[config.mk]
export PLATFORM = sky130hd
export DESIGN_NAME = multi_slot_delay_timer_bank_unit
export DESIGN_NICKNAME = d
export VERILOG_FILES = /design/src/rtl/msdtb_pkg.sv /design/src/rtl/msdtb_dec.sv /design/src/rtl/multi_slot_delay_timer_bank_unit.sv
export SDC_FILE = /design/constraint.sdc
export NUM_CORES = 1
export LEC_CHECK = 0
export BUFFER_PORTS_ARGS = -buffer_cell sky130_fd_sc_hd__buf_2
export CAP_MARGIN = 20
export CORE_ASPECT_RATIO = 0.8
export CORE_MARGIN = 4
export CORE_UTILIZATION = 55
export CTS_CLUSTER_DIAMETER = 60
export DETAILED_ROUTE_END_ITERATION = 8
export PLACE_DENSITY = 0.69
export SETUP_SLACK_MARGIN = 0.1
export SLEW_MARGIN = 40
export SYNTH_ARGS = -nofsm -noshare
export SYNTH_HDL_FRONTEND = slang
export SYNTH_SLANG_ARGS = --single-unit
[constraint.sdc]
create_clock -name clk -period 5.5 [get_ports clk]
set_clock_uncertainty 0.2 [all_clocks]
set_input_delay 1.1 -clock clk [delete_from_list [all_inputs] [get_ports clk]]
set_output_delay 1.1 -clock clk [all_outputs]
set_load 0.05 [all_outputs]
[src/rtl/msdtb_pkg.sv]
// Shared types and constants for the multi-slot delay timer bank.
// Depends on nothing; every other file in rtl/ imports this package.
`default_nettype none

package msdtb_pkg;

  localparam int SLOT_COUNT = 16;
  localparam int TICK_WIDTH = 32;

  // Slot index, walk pointer (must reach SLOT_COUNT) and armed-count widths.
  localparam int SLOT_W = (SLOT_COUNT > 1) ? $clog2(SLOT_COUNT) : 1;
  localparam int PTR_W  = $clog2(SLOT_COUNT + 1);
  localparam int CNT_W  = $clog2(SLOT_COUNT + 1);
  // Number of slots that appear in the 16-bit flag field.
  localparam int FLAG_W = (SLOT_COUNT < 16) ? SLOT_COUNT : 16;

  localparam logic [1:0] OP_TICK  = 2'd0;
  localparam logic [1:0] OP_SET   = 2'd1;
  localparam logic [1:0] OP_CLEAR = 2'd2;

  typedef logic [TICK_WIDTH-1:0] tick_t;

  typedef struct packed {
    logic [1:0]  op;
    logic [3:0]  slot;
    logic [31:0] delay_ticks;
  } cmd_t;

  typedef struct packed {
    logic        status;
    logic [15:0] expired_flags;
    logic [4:0]  active_count;
    logic        ticking;
  } result_t;

  // Output of the shared decrement unit.
  typedef struct packed {
    logic  expire;
    tick_t value;
  } dec_res_t;

endpackage

`default_nettype wire

[src/rtl/msdtb_dec.sv]
// Shared countdown unit: decrements one slot counter and flags expiry.
// Depends on msdtb_pkg for the counter type.
`default_nettype none

module msdtb_dec (
  input  msdtb_pkg::tick_t    value,
  output msdtb_pkg::dec_res_t res
);
  import msdtb_pkg::*;

  // A counter of one or zero runs out on this tick, so zero never wraps.
  always_comb begin
    res.expire = (value[TICK_WIDTH-1:1] == '0);
    res.value  = value - TICK_WIDTH'(1);
  end

endmodule

`default_nettype wire

[src/rtl/multi_slot_delay_timer_bank_unit.sv]
// Top level of the multi-slot delay timer bank: command sequencer, counter memory
// and slot flags. Depends on msdtb_pkg and msdtb_dec.
`default_nettype none

// A command is transferred at a rising edge where start is high and busy is low.
// Each command produces exactly one result, shown on result for a single cycle with
// done high; the receiver cannot stall it, so it must capture the result that cycle.
// A set, clear or unused command goes straight to the report state. A tick walks all
// SLOT_COUNT counters through the one shared decrementer, one slot per cycle, with
// the registered memory read in front, before the report state. The result strobe
// appears in the cycle in which busy drops, so a new command can be transferred
// in that same cycle. Counters live in a single-port-write, single-port-read
// memory with a registered read; the armed and expired flags are flip-flops
// cleared by reset. A counter value is only used for a slot that is armed, and
// arming always loads it first, so the memory needs no clearing after reset.

module multi_slot_delay_timer_bank_unit (
  input  logic                clk,
  input  logic                rst,
  input  logic                start,
  output logic                busy,
  input  msdtb_pkg::cmd_t     cmd,
  output logic                done,
  output msdtb_pkg::result_t  result
);
  import msdtb_pkg::*;

  typedef enum logic [1:0] {ST_IDLE, ST_WALK, ST_REPORT} state_t;

  state_t                  state;
  tick_t                   ticks_mem [SLOT_COUNT];
  tick_t                   rd_data;
  logic [PTR_W-1:0]        rd_ptr;
  logic [SLOT_W-1:0]       proc_slot;
  logic                    proc_vld;
  logic [SLOT_COUNT-1:0]   armed;
  logic [SLOT_COUNT-1:0]   expired;
  logic [CNT_W-1:0]        armed_total;
  logic                    status_q;

  dec_res_t                dec_res;
  logic                    accept;
  logic [SLOT_W-1:0]       cmd_slot;
  logic                    cmd_slot_ok;
  logic                    bank_full;
  logic                    set_ok;
  logic                    walk_upd;
  logic                    rd_en;
  logic                    mem_we;
  logic [SLOT_W-1:0]       mem_waddr;
  tick_t                   mem_wdata;
  result_t                 result_next;

  assign busy   = (state != ST_IDLE);
  assign accept = start && (state == ST_IDLE);

  // Slot numbers at or beyond the bank size are ignored by set and clear.
  assign cmd_slot    = SLOT_W'(cmd.slot);
  assign cmd_slot_ok = (32'(cmd.slot) < SLOT_COUNT);
  assign bank_full   = (32'(armed_total) >= SLOT_COUNT);

  // A set only loads a counter when it arms an idle slot.
  assign set_ok = accept && (cmd.op == OP_SET) && !bank_full && cmd_slot_ok &&
                  !armed[cmd_slot];

  // During the walk, the slot read in the previous cycle is updated now. Slots that
  // are not armed, or that expire, leave their counter alone.
  msdtb_dec u_dec (
    .value (rd_data),
    .res   (dec_res)
  );

  assign walk_upd = (state == ST_WALK) && proc_vld && armed[proc_slot] && !dec_res.expire;

  // Set and the walk never overlap, so they share the single write port.
  assign mem_we    = set_ok || walk_upd;
  assign mem_waddr = set_ok ? cmd_slot : proc_slot;
  assign mem_wdata = set_ok ? TICK_WIDTH'(cmd.delay_ticks) : dec_res.value;
  assign rd_en     = (state == ST_WALK) && (32'(rd_ptr) < SLOT_COUNT);

  always_ff @(posedge clk) begin
    if (mem_we) begin
      ticks_mem[mem_waddr] <= mem_wdata;
    end
    if (rd_en) begin
      rd_data <= ticks_mem[rd_ptr[SLOT_W-1:0]];
    end
  end

  // The result reflects the state after the command has completed.
  always_comb begin
    result_next               = '0;
    result_next.status        = status_q;
    for (int i = 0; i < FLAG_W; i++) begin
      result_next.expired_flags[i] = expired[i];
    end
    result_next.active_count  = (32'(armed_total) > 31) ? 5'd31 : 5'(armed_total);
    result_next.ticking       = (armed_total != '0);
  end

  always_ff @(posedge clk) begin
    if (rst) begin
      state       <= ST_IDLE;
      done        <= 1'b0;
      proc_vld    <= 1'b0;
      armed       <= '0;
      expired     <= '0;
      armed_total <= '0;
    end else begin
      done <= 1'b0;
      unique case (state)
        ST_IDLE: begin
          if (start) begin
            status_q <= 1'b0;
            state    <= ST_REPORT;
            unique case (cmd.op)
              OP_TICK: begin
                rd_ptr   <= '0;
                proc_vld <= 1'b0;
                state    <= ST_WALK;
              end
              OP_SET: begin
                if (bank_full) begin
                  status_q <= 1'b1;
                end else if (set_ok) begin
                  armed[cmd_slot]   <= 1'b1;
                  expired[cmd_slot] <= 1'b0;
                  armed_total       <= armed_total + CNT_W'(1);
                end
              end
              OP_CLEAR: begin
                if (cmd_slot_ok) begin
                  expired[cmd_slot] <= 1'b0;
                  if (armed[cmd_slot]) begin
                    armed[cmd_slot] <= 1'b0;
                    armed_total     <= armed_total - CNT_W'(1);
                  end
                end
              end
              default: begin
              end
            endcase
          end
        end
        ST_WALK: begin
          if (proc_vld && armed[proc_slot] && dec_res.expire) begin
            armed[proc_slot]   <= 1'b0;
            expired[proc_slot] <= 1'b1;
            armed_total        <= armed_total - CNT_W'(1);
          end
          if (32'(rd_ptr) < SLOT_COUNT) begin
            proc_slot <= rd_ptr[SLOT_W-1:0];
            proc_vld  <= 1'b1;
            rd_ptr    <= rd_ptr + PTR_W'(1);
          end else begin
            proc_vld <= 1'b0;
            state    <= ST_REPORT;
          end
        end
        ST_REPORT: begin
          done   <= 1'b1;
          result <= result_next;
          state  <= ST_IDLE;
        end
        default: begin
          state <= ST_IDLE;
        end
      endcase
    end
  end

endmodule

`default_nettype wire

-- Yosys cells after proc, flatten, opt, wreduce, memory -nomap -nowiden
Memory sizes are Yosys's and may differ from the RTL's. A register that Yosys moved wholly into a read port is not among the register bits.
Cells that the tools add are included.
- register bits after elaboration: 74
- memory bits (writable): 512
- bits of input ports: 41
- output and inout bits: 25
- word-level logic and storage cells: 121
- memories kept: 1
- memories (memory ; depth ; bits a word ; read ports ; clocked after Yosys merged registers in ; wr ports ; RTL line ; RTL):
    ticks_mem ; 16 ; 32 ; 1 ; 1 ; 1 ; multi_slot_delay_timer_bank_unit.sv:31 ; tick_t ticks_mem [SLOT_COUNT];
- $add $sub $neg: 4
- $lt $le $gt $ge: 6
- eq/ne operators: 13
- mux-type cells: 46
- bitwise gates (word level): 8
- reductions and logical operators: 30
- operators with widths (kind ; count):
    $mux W16 ; 9
    $pmux W16 S2 ; 4
    $and A16 B16 Y16 ; 3
    $mux W5 ; 8
    $mux W32 ; 1
    $not A16 Y16 ; 2
    $or A16 B16 Y16 ; 2
    $sub A32 B1 Y32 const B ; 1
    $logic_not A31 Y1 ; 1
    $pmux W5 S2 ; 3
    $logic_and A1 B1 Y1 ; 12
    $mux W1 ; 11
    $add A5 B1 Y5 const B ; 2
    $lt A4 B5 Y1 const B ; 2
    $ne A3 B3 Y1 const B ; 3
    $reduce_and A3 Y1 ; 3
    $bmux W1 S4 ; 2
    $demux W1 S4 ; 2
    $ge A4 B1 Y1 const B ; 2
    $reduce_and A7 Y1 ; 1
    $mux W2 ; 3
    $ne A2 B1 Y1 const B ; 3
    $reduce_and A6 Y1 ; 1
    $ge A5 B5 Y1 const B ; 1
    other kinds (17) ; 25

-- Depth between registers and ports, before layout
Gate-level depths: netlist of the first run.
- depth in word-level cells: 11
- depth in mapped cells: 11
- depth with buffers taken out: 8

-- Hierarchy
A second synthesis of the first run with hierarchy kept.
- cell total of the unflattened synthesis: 1284
- area, all modules: 25239.2 um^2
- modules (own cells, without submodules) (module ; times used ; cells each ; area each (um^2) ; seq. area each (um^2)):
    multi_slot_delay_timer_bank_unit ; 1 ; 1188 ; 24527.3 ; 18147.4
    msdtb_dec ; 1 ; 96 ; 711.9 ; 0.0

-- Least setup slack after synthesis of the first run
Ideal clock, no wire load.
- path type: input-to-reg
- start: in cmd[32] (netlist bit)
- end: mem ticks_mem[7][0] (netlist bit), enable pin
- library setup time: 0.425 ns
- arrival: 4.238 ns
- data required time: 4.875 ns
- setup slack: 0.637 ns
- stages: 9
- path buffers: 4
- cell sequence: buf_4 buf_6 mux2i_1 mux4_2 a22o_1 buf_2 buf_2 mux2i_1 nor2b_1
- longest elaborated chain between the ends: 7
- elaborated cells on any way between the ends: 8
- classes of those cells: 5 x mux; 3 x reduce/logical
- RTL lines (element ; RTL line ; RTL):
    from (decl) ; multi_slot_delay_timer_bank_unit.sv:22 ; input msdtb_pkg::cmd_t cmd,
    $bmux W1 S4 ; multi_slot_delay_timer_bank_unit.sv:64 ; !armed[cmd_slot];
    $mux W1 (implied by the code) ; multi_slot_delay_timer_bank_unit.sv:64 ;
    $logic_not A1 Y1 ; multi_slot_delay_timer_bank_unit.sv:64 ;
    $logic_and A1 B1 Y1 ; multi_slot_delay_timer_bank_unit.sv:63 ; assign set_ok = accept && (cmd.op == OP_SET) && !bank_full && cmd_slot_ok &&
    $logic_or A1 B1 Y1 ; multi_slot_delay_timer_bank_unit.sv:76 ; assign mem_we = set_ok || walk_upd;
    $mux W1 ; multi_slot_delay_timer_bank_unit.sv:82 ; if (mem_we) begin
    $mux W1 (implied by the code) ; multi_slot_delay_timer_bank_unit.sv:83 ; ticks_mem[mem_waddr] <= mem_wdata;
    to (decl) ; multi_slot_delay_timer_bank_unit.sv:31 ;
Several ways; a longest one is shown, not always the timed one. The select of a mux whose other input is x is not followed.

-- Worst setup path in the final report of the first run
- start: reg rd_data[0], read port of ticks_mem
- end: mem ticks_mem[5][30] (netlist bit) (data pin)
- longest elaborated chain between the ends: 2
- RTL lines (element ; RTL line ; RTL):
    from (decl) ; multi_slot_delay_timer_bank_unit.sv:32 ; tick_t rd_data;
    $sub A32 B1 Y32 ; msdtb_dec.sv:14 ; res.value = value - TICK_WIDTH'(1);
    $mux W32 ; multi_slot_delay_timer_bank_unit.sv:78 ; assign mem_wdata = set_ok ? TICK_WIDTH'(cmd.delay_ticks) : dec_res.value;
    net mem_wdata[30] ; multi_slot_delay_timer_bank_unit.sv:51 ; tick_t mem_wdata;
The timed path passes the listed nets, and every way through them passes these cells.

==> impl_metrics.ini, run 1 <==
[critical_path]
worst_path_max_delay_cell = o21ai_1
r2r_slack_ps = 1560
regToRegEndpoint = ticks_mem[5][30]
r2r_cells = 9
cpPeakStageDelay_ps = 620
crit_top_cell = or4b_4
worst-path-stages = 9
cp-startpoint = rd_data[0]
path_class = flip-flop to flip-flop
worstSetupStartpointType = flip-flop
crit_chain = inv_1 > ha_1 > or4b_4 > or4b_4 > or4_4 > nor2_1 > xnor2_1 > o21ai_1 > buf_4
crit_buf_inv = 2
endpoint_kind = flip-flop
crit_family = simple AND/OR/NAND/NOR gates
cp.arrival_ps = 4200
r2r_start = rd_data[0]
cp.required_ps = 5750
critPathCapture = ticks_mem[5][30]
path_max_fanout = 9

[place]
portBuffers = 65
dp_slack_ps = 1130
place_area_mm2 = 0.0265
gp_congestion = 0.933
dp_cells = 1990
hpwlAfterDp_um = 39700

[floorplanning]
initial_core_util_pct = 56.0
die-height_um = 199
die_area_mm2 = 0.0491
ios = 66
core_mm2 = 0.0447
die_x_um = 247
row_count = 69

[sta]
fin_tns_setup_ps = 0
fin_hold_ws_ps = 223
fmax_mhz = 254
fin_ws_ps = 1560
relSlewSlack_pct = 43.1
slew_violations = 0
rsz0062_at_grt = false
period_share_pct = 71.7
finalSetupViolations = 0
worst_slew_pin_slew_ps = 853
finalCriticalPeriod_ps = 3940
hold_violations = 0

[drt]
drt_iter0_markers = 2029
wl_per_cell_um = 28.4
routed_wl_um = 59600
vias_per_cell = 6.44
postRouteAntennaNets = 0
first_pass_iters = 5
vias = 13500
drc_errors = 0

[synth]
synthArstFlopShare_pct = 0
post-synth-top-count-cell = edfxtp_1
synth-warning-count = 0
yosysUniqueCellTypes = 61
synth_top_cell_by_area = edfxtp_1
synth_nets = 1373
yosysTopAreaCellShare_pct = 69.2
synthCells = 1328
netlist_area_mm2 = 0.0251
synth_top_cells_by_count = 577 x edfxtp_1, 164 x mux4_2, 71 x nand2_1
seq_area_frac_synth_pct = 72.4
synthTopCellsByArea = edfxtp_1 69%, mux4_2 15%, dfxtp_1 3.3%, nand2_1 1.1%, o21ai_0 0.96%
synth_edf_count = 577
syn_area_per_cell_um2 = 18.9
synth-seq-cells = 618
synth_ff_type = edfxtp_1

[status]
outcome = completed

[pwr]
leakagePower_nw = 9.03
power_density_mw_per_mm2 = 340
peakVddDrop_mv = 0.302
finalPower_mw = 9.70

[layout]
drive_gt1_share_pct = 28.4
final_util_pct = 63.8
fin_cells = 2099
syn2layout_area_growth_pct = 13.8
fill_cells = 3120
fin_nets = 1491
fin_area_mm2 = 0.0285

[grt]
grt_pass1_wl_um = 87900
grt_max_degree = 132
grt_use_met1_pct = 43.8
top_usage_layer = met1
grt-ovfl-total = 0
grt_pass1_vias = 12900
gr-usage-met3_pct = 7.30
met2_usage_pct = 30.6
track_usage_pct = 24.9
grt_antenna_before_repair = 1

[clocking]
cts_made_buffers = 57
clkLatencyLatePin_ps = 610
cts_max_path_buffers = 3
clkSlewWorstSetupHoldPaths_ps = 60
h-tree-depth = 2
cts.sinks = 618
holdBufCountCts = 0
cts-root-buf = clkbuf_16
cts_resized = 0
post_cts_buffers = 0
cts_tree = done

[min_path]
min_path_type = flip-flop to flip-flop

[flow_run]
maxCapViolations = 0
==> metal layers <==
| layer | routed length [um] | part of all wire [%] | up-vias |
|---|---|---|---|
| met5 | 0 | 0 | - |
| met4 | 682 | 1.1 | 0 |
| met3 | 7930 | 13 | 57 |
| met2 | 23300 | 39 | 768 |
| met1 | 27700 | 47 | 7009 |
| li1 | - | - | 5694 |
==> layout make-up <==
class                           instances  area [um2]  area share [%]
Tap cell                              603         754            2.65
Sequential cell                       618       18100            63.6
Clock buffer                           73        1530            5.36
Clock inverter                         34         445            1.56
Antenna cell                            2        5.00          0.0175
Inverter                                9        33.8           0.118
Timing Repair Buffer                  137         932            3.27
Multi-Input combinational cell        623        6670            23.4
==> kinds of logic (layout without fill, tap and decap cells) <==
group | Yosys count | after routing | share of synthesized area (%)
AO/OA/AOI/OAI | 137 | 137 | 3.61
XOR/XNOR | 31 | 31 | 1.08
adder cells (fa/ha/maj) | 4 | 4 | 0.200
buffers and inverters | 87 | 253 | 1.49
flip-flops | 618 | 618 | 72.4
multiplexers | 193 | 193 | 15.9
other | 0 | 2 | 0
AND/OR/NAND/NOR | 258 | 258 | 5.24
==> worst min path at each step <==
stage	startpoint	endpoint	slack, ps	depth (start not counted)
floorplan	status_q	result[22]	200	0
detailed placement	expired[4]	result[10]	210	0
global placement	expired[0]	result[6]	210	0
CTS	expired[4]	result[10]	230	0
global route	expired[8]	result[14]	240	0
finish	expired[4]	result[10]	220	0
==> power breakdown <==
| part | leakage [nW] | internal, mW | switching (mW) |
|---|---|---|---|
| combinational | 2.54 | 0.121 | 0.253 |
| sequential | 5.54 | 5.15 | 0.0167 |
| clock | 0.949 | 2.48 | 1.69 |
| total | 9.03 | 7.75 | 1.95 |
==> flip-flops by register name (all words and copies together) (netlist names), named ones only <==
signal	count
ticks_mem	512
rd_data	32
result	23
expired	16
armed_total	5
rd_ptr	5
proc_slot	4
state	2
done	1
proc_vld	1
status_q	1
==> cell usage in the layout (no fill, tap or decap), types with 3 or more instances in the layout <==
master      synthesis  layout
o21ai_0            48      48
a31oi_1            20      20
mux2i_1            23      23
nand3_1            38      38
nor3_1             16      16
clkbuf_16           0      59
xor2_1             12      12
buf_4               4      66
clkinv_2            0       7
mux2_2              3       3
ha_1                4       4
clkbuf_1           51      14
xnor2_1            19      19
nand4_1             5       5
or4_4               3       3
o2bb2ai_1          16      16
a21oi_1             5       5
bufinv_16           0      11
clkinvlp_4          0       4
buf_12              0       5
nor2_1             56      54
nor4_1              8       8
nand2_1            71      71
clkinv_1            0      11
edfxtp_1          577     577
nor2b_4             0      15
buf_2               7      65
a311oi_1           17      17
nand2b_1            8       7
o21ai_1            15      15
inv_1               9       8
mux4_2            164     164
nor2b_1            26      11
dfxtp_1            41      41
or3_1               5       5
Note: power is estimated with default switching activity, not from simulation.
==> run 2, diff against run 1 <==
Settings changed: ABC_AREA set to 1.
Clock period 5.5 ns to 3.69 ns, I/O delays scaled along.
==> run 2 against run 1 <==
Net effect: cell area increased by 4.3%; register-to-register slack worse by 1200 ps; maximum frequency grew 20%; critical path depth is 7 higher; first-iteration DRC count grew 7.4%.
==> impl_metrics.ini, run 2 <==
[status]
outcome = completed

[sta]
relSlewSlack_pct = 41.7
fmax_mhz = 304
worst_slew_pin_slew_ps = 872
period_share_pct = 89.2
fin_ws_ps = 399
slew_violations = 0
finalSetupViolations = 0
finalCriticalPeriod_ps = 3290
hold_violations = 0
rsz0062_at_grt = false

[synth]
post-synth-top-count-cell = edfxtp_1
synth_top_cell_by_area = edfxtp_1
synth_top_cells_by_count = 577 x edfxtp_1, 438 x nor2_1, 314 x nand2_1
yosysTopAreaCellShare_pct = 66.4
synthTopCellsByArea = edfxtp_1 66%, nor2_1 6.3%, nand2_1 4.5%, dfxtp_1 3.1%, o32ai_1 3.1%
seq_area_frac_synth_pct = 69.6
netlist_area_mm2 = 0.0261
synth_nets = 2234
synth-seq-cells = 618
syn_area_per_cell_um2 = 11.9
synthArstFlopShare_pct = 0
yosysUniqueCellTypes = 40
synth_ff_type = edfxtp_1
synth_edf_count = 577
synth-warning-count = 0
synthCells = 2189

[grt]
grt_pass1_wl_um = 105000
track_usage_pct = 27.1
grt_max_degree = 110
grt-ovfl-total = 0
grt_antenna_before_repair = 2
grt_pass1_vias = 17400

[floorplanning]
row_count = 71
initial_core_util_pct = 55.6
die_area_mm2 = 0.0510
ios = 66
core_mm2 = 0.0469
die_x_um = 251
die-height_um = 203

[layout]
mostFrequentLayoutCell = edfxtp_1
layout_common_cells = 577 x edfxtp_1, 419 x nor2_1, 314 x nand2_1
reg_top3 = ticks_mem x512, rd_data x32, result x23
syn2layout_area_growth_pct = 14.0
fin_area_mm2 = 0.0297
regMostFlops = ticks_mem
largest_reg_flops = 512
final_util_pct = 63.4
fin_nets = 2328
drive_gt1_share_pct = 13.6

[place]
gp_congestion = 0.920
place_area_mm2 = 0.0278
dp_slack_ps = 142
portBuffers = 65
hpwlAfterDp_um = 45000

[critical_path]
cp-startpoint = proc_slot[0]
cp.required_ps = 3790
worstSetupStartpointType = flip-flop
path_class = flip-flop to flip-flop
cp.arrival_ps = 3390
path_max_fanout = 19
r2r_start = proc_slot[0]
endpoint_kind = flip-flop

[clocking]
cts-root-buf = clkbuf_16
post_cts_buffers = 0
cts_made_buffers = 58
clkLatencyLatePin_ps = 630
h-tree-depth = 2
cts.sinks = 618
holdBufCountCts = 0
clkSlewWorstSetupHoldPaths_ps = 60
cts_resized = 0
cts_tree = done
cts_max_path_buffers = 3

[pwr]
peakVddDrop_mv = 0.431
power_density_mw_per_mm2 = 506
finalPower_mw = 15.0
leakagePower_nw = 10.6

[drt]
routed_wl_um = 69500
postRouteAntennaNets = 0
vias_per_cell = 6.15
vias = 18200
drc_errors = 0
wl_per_cell_um = 23.5
drt_iter0_markers = 2179
first_pass_iters = 6

[min_path]
hold_path_startpoint = status_q
min_path_type = flip-flop to flip-flop

[flow_run]
maxCapViolations = 0
==> run 2: cell types whose count changed after synthesis, sizes merged, moves of 17 or more <==
cell	delta
o221ai	+53
mux4	-164
inv	+67
clkbuf	+43
nand4	+35
mux2i	+30
o32ai	+90
nand2	+245
a21oi	+40
o21ai	+96
nor2	+384
nor2b	-26
nand3	+53
a311oi	-17
==> run 2: cell families after synthesis <==
group | share of synthesized area [%]
AO/OA/AOI/OAI | 9.36
XOR/XNOR | 0.940
adder cells (fa/ha/maj) | 0.192
buffers and inverters | 3.44
flip-flops | 69.6
multiplexers | 2.29
AND/OR/NAND/NOR | 14.2
==> run 2: routing by layer <==
| metal | GRT usage, % | up-vias | wire [um] |
|---|---|---|---|
| met4 | 8.69 | 4 | 2170 |
| met1 | 39.1 | 8946 | 28700 |
| met2 | 41.7 | 915 | 31800 |
| met3 | 5.81 | 138 | 6770 |
| li1 | - | 8149 | - |
| met5 | 0.857 | - | 69 |
==> run 2: worst paths after layout <==
kind | end | cells after the start | slack [ps]
max | ticks_mem[6][17] | 16 | 400
min | result[22] | 0 | 220
max reg2reg | ticks_mem[6][17] | 16 | 400
min reg2reg | result[22] | 0 | 220
==> run 2: critical path, cell delays in order, from the launching register on <==
cell	delay [ps]
edfxtp_1	570
inv_1	400
nand2_1	90
nand2_1	80
nand2_1	50
nand2_1	70
nand2_1	40
nand2_1	60
inv_1	60
nand2_1	100
nand3_1	120
o21ai_2	230
nand2_1	100
inv_2	60
nand2_1	210
nor2_4	180
buf_4	320
==> run 2: layout make-up <==
| class | count | area [um2] |
|---|---|---|
| Fill cell | 3538 | 17200 |
| Clock inverter | 43 | 475 |
| Inverter | 78 | 298 |
| Timing Repair Buffer | 168 | 1360 |
| Antenna cell | 1 | 2.50 |
| Tap cell | 620 | 776 |
| Clock buffer | 65 | 1500 |
| Multi-Input combinational cell | 1359 | 7190 |
| Sequential cell | 618 | 18100 |
==> run 2: power by group <==
group | switching (mW) | leakage (nW) | total (mW) | internal (mW)
clock network | 2.62 | 0.974 | 6.18 | 3.56
registers | 0.0439 | 5.53 | 7.80 | 7.75
logic | 0.774 | 4.04 | 1.06 | 0.290
==> run 2: per-stage QoR <==
stage	std cells	TNS (ps)	hold WS [ps]
CTS	2951	0	229
global route	2951	0	239
floorplan	2189	-92490	200
finish	2952	0	223
detailed placement	2843	0	205
global placement	2842	0	211
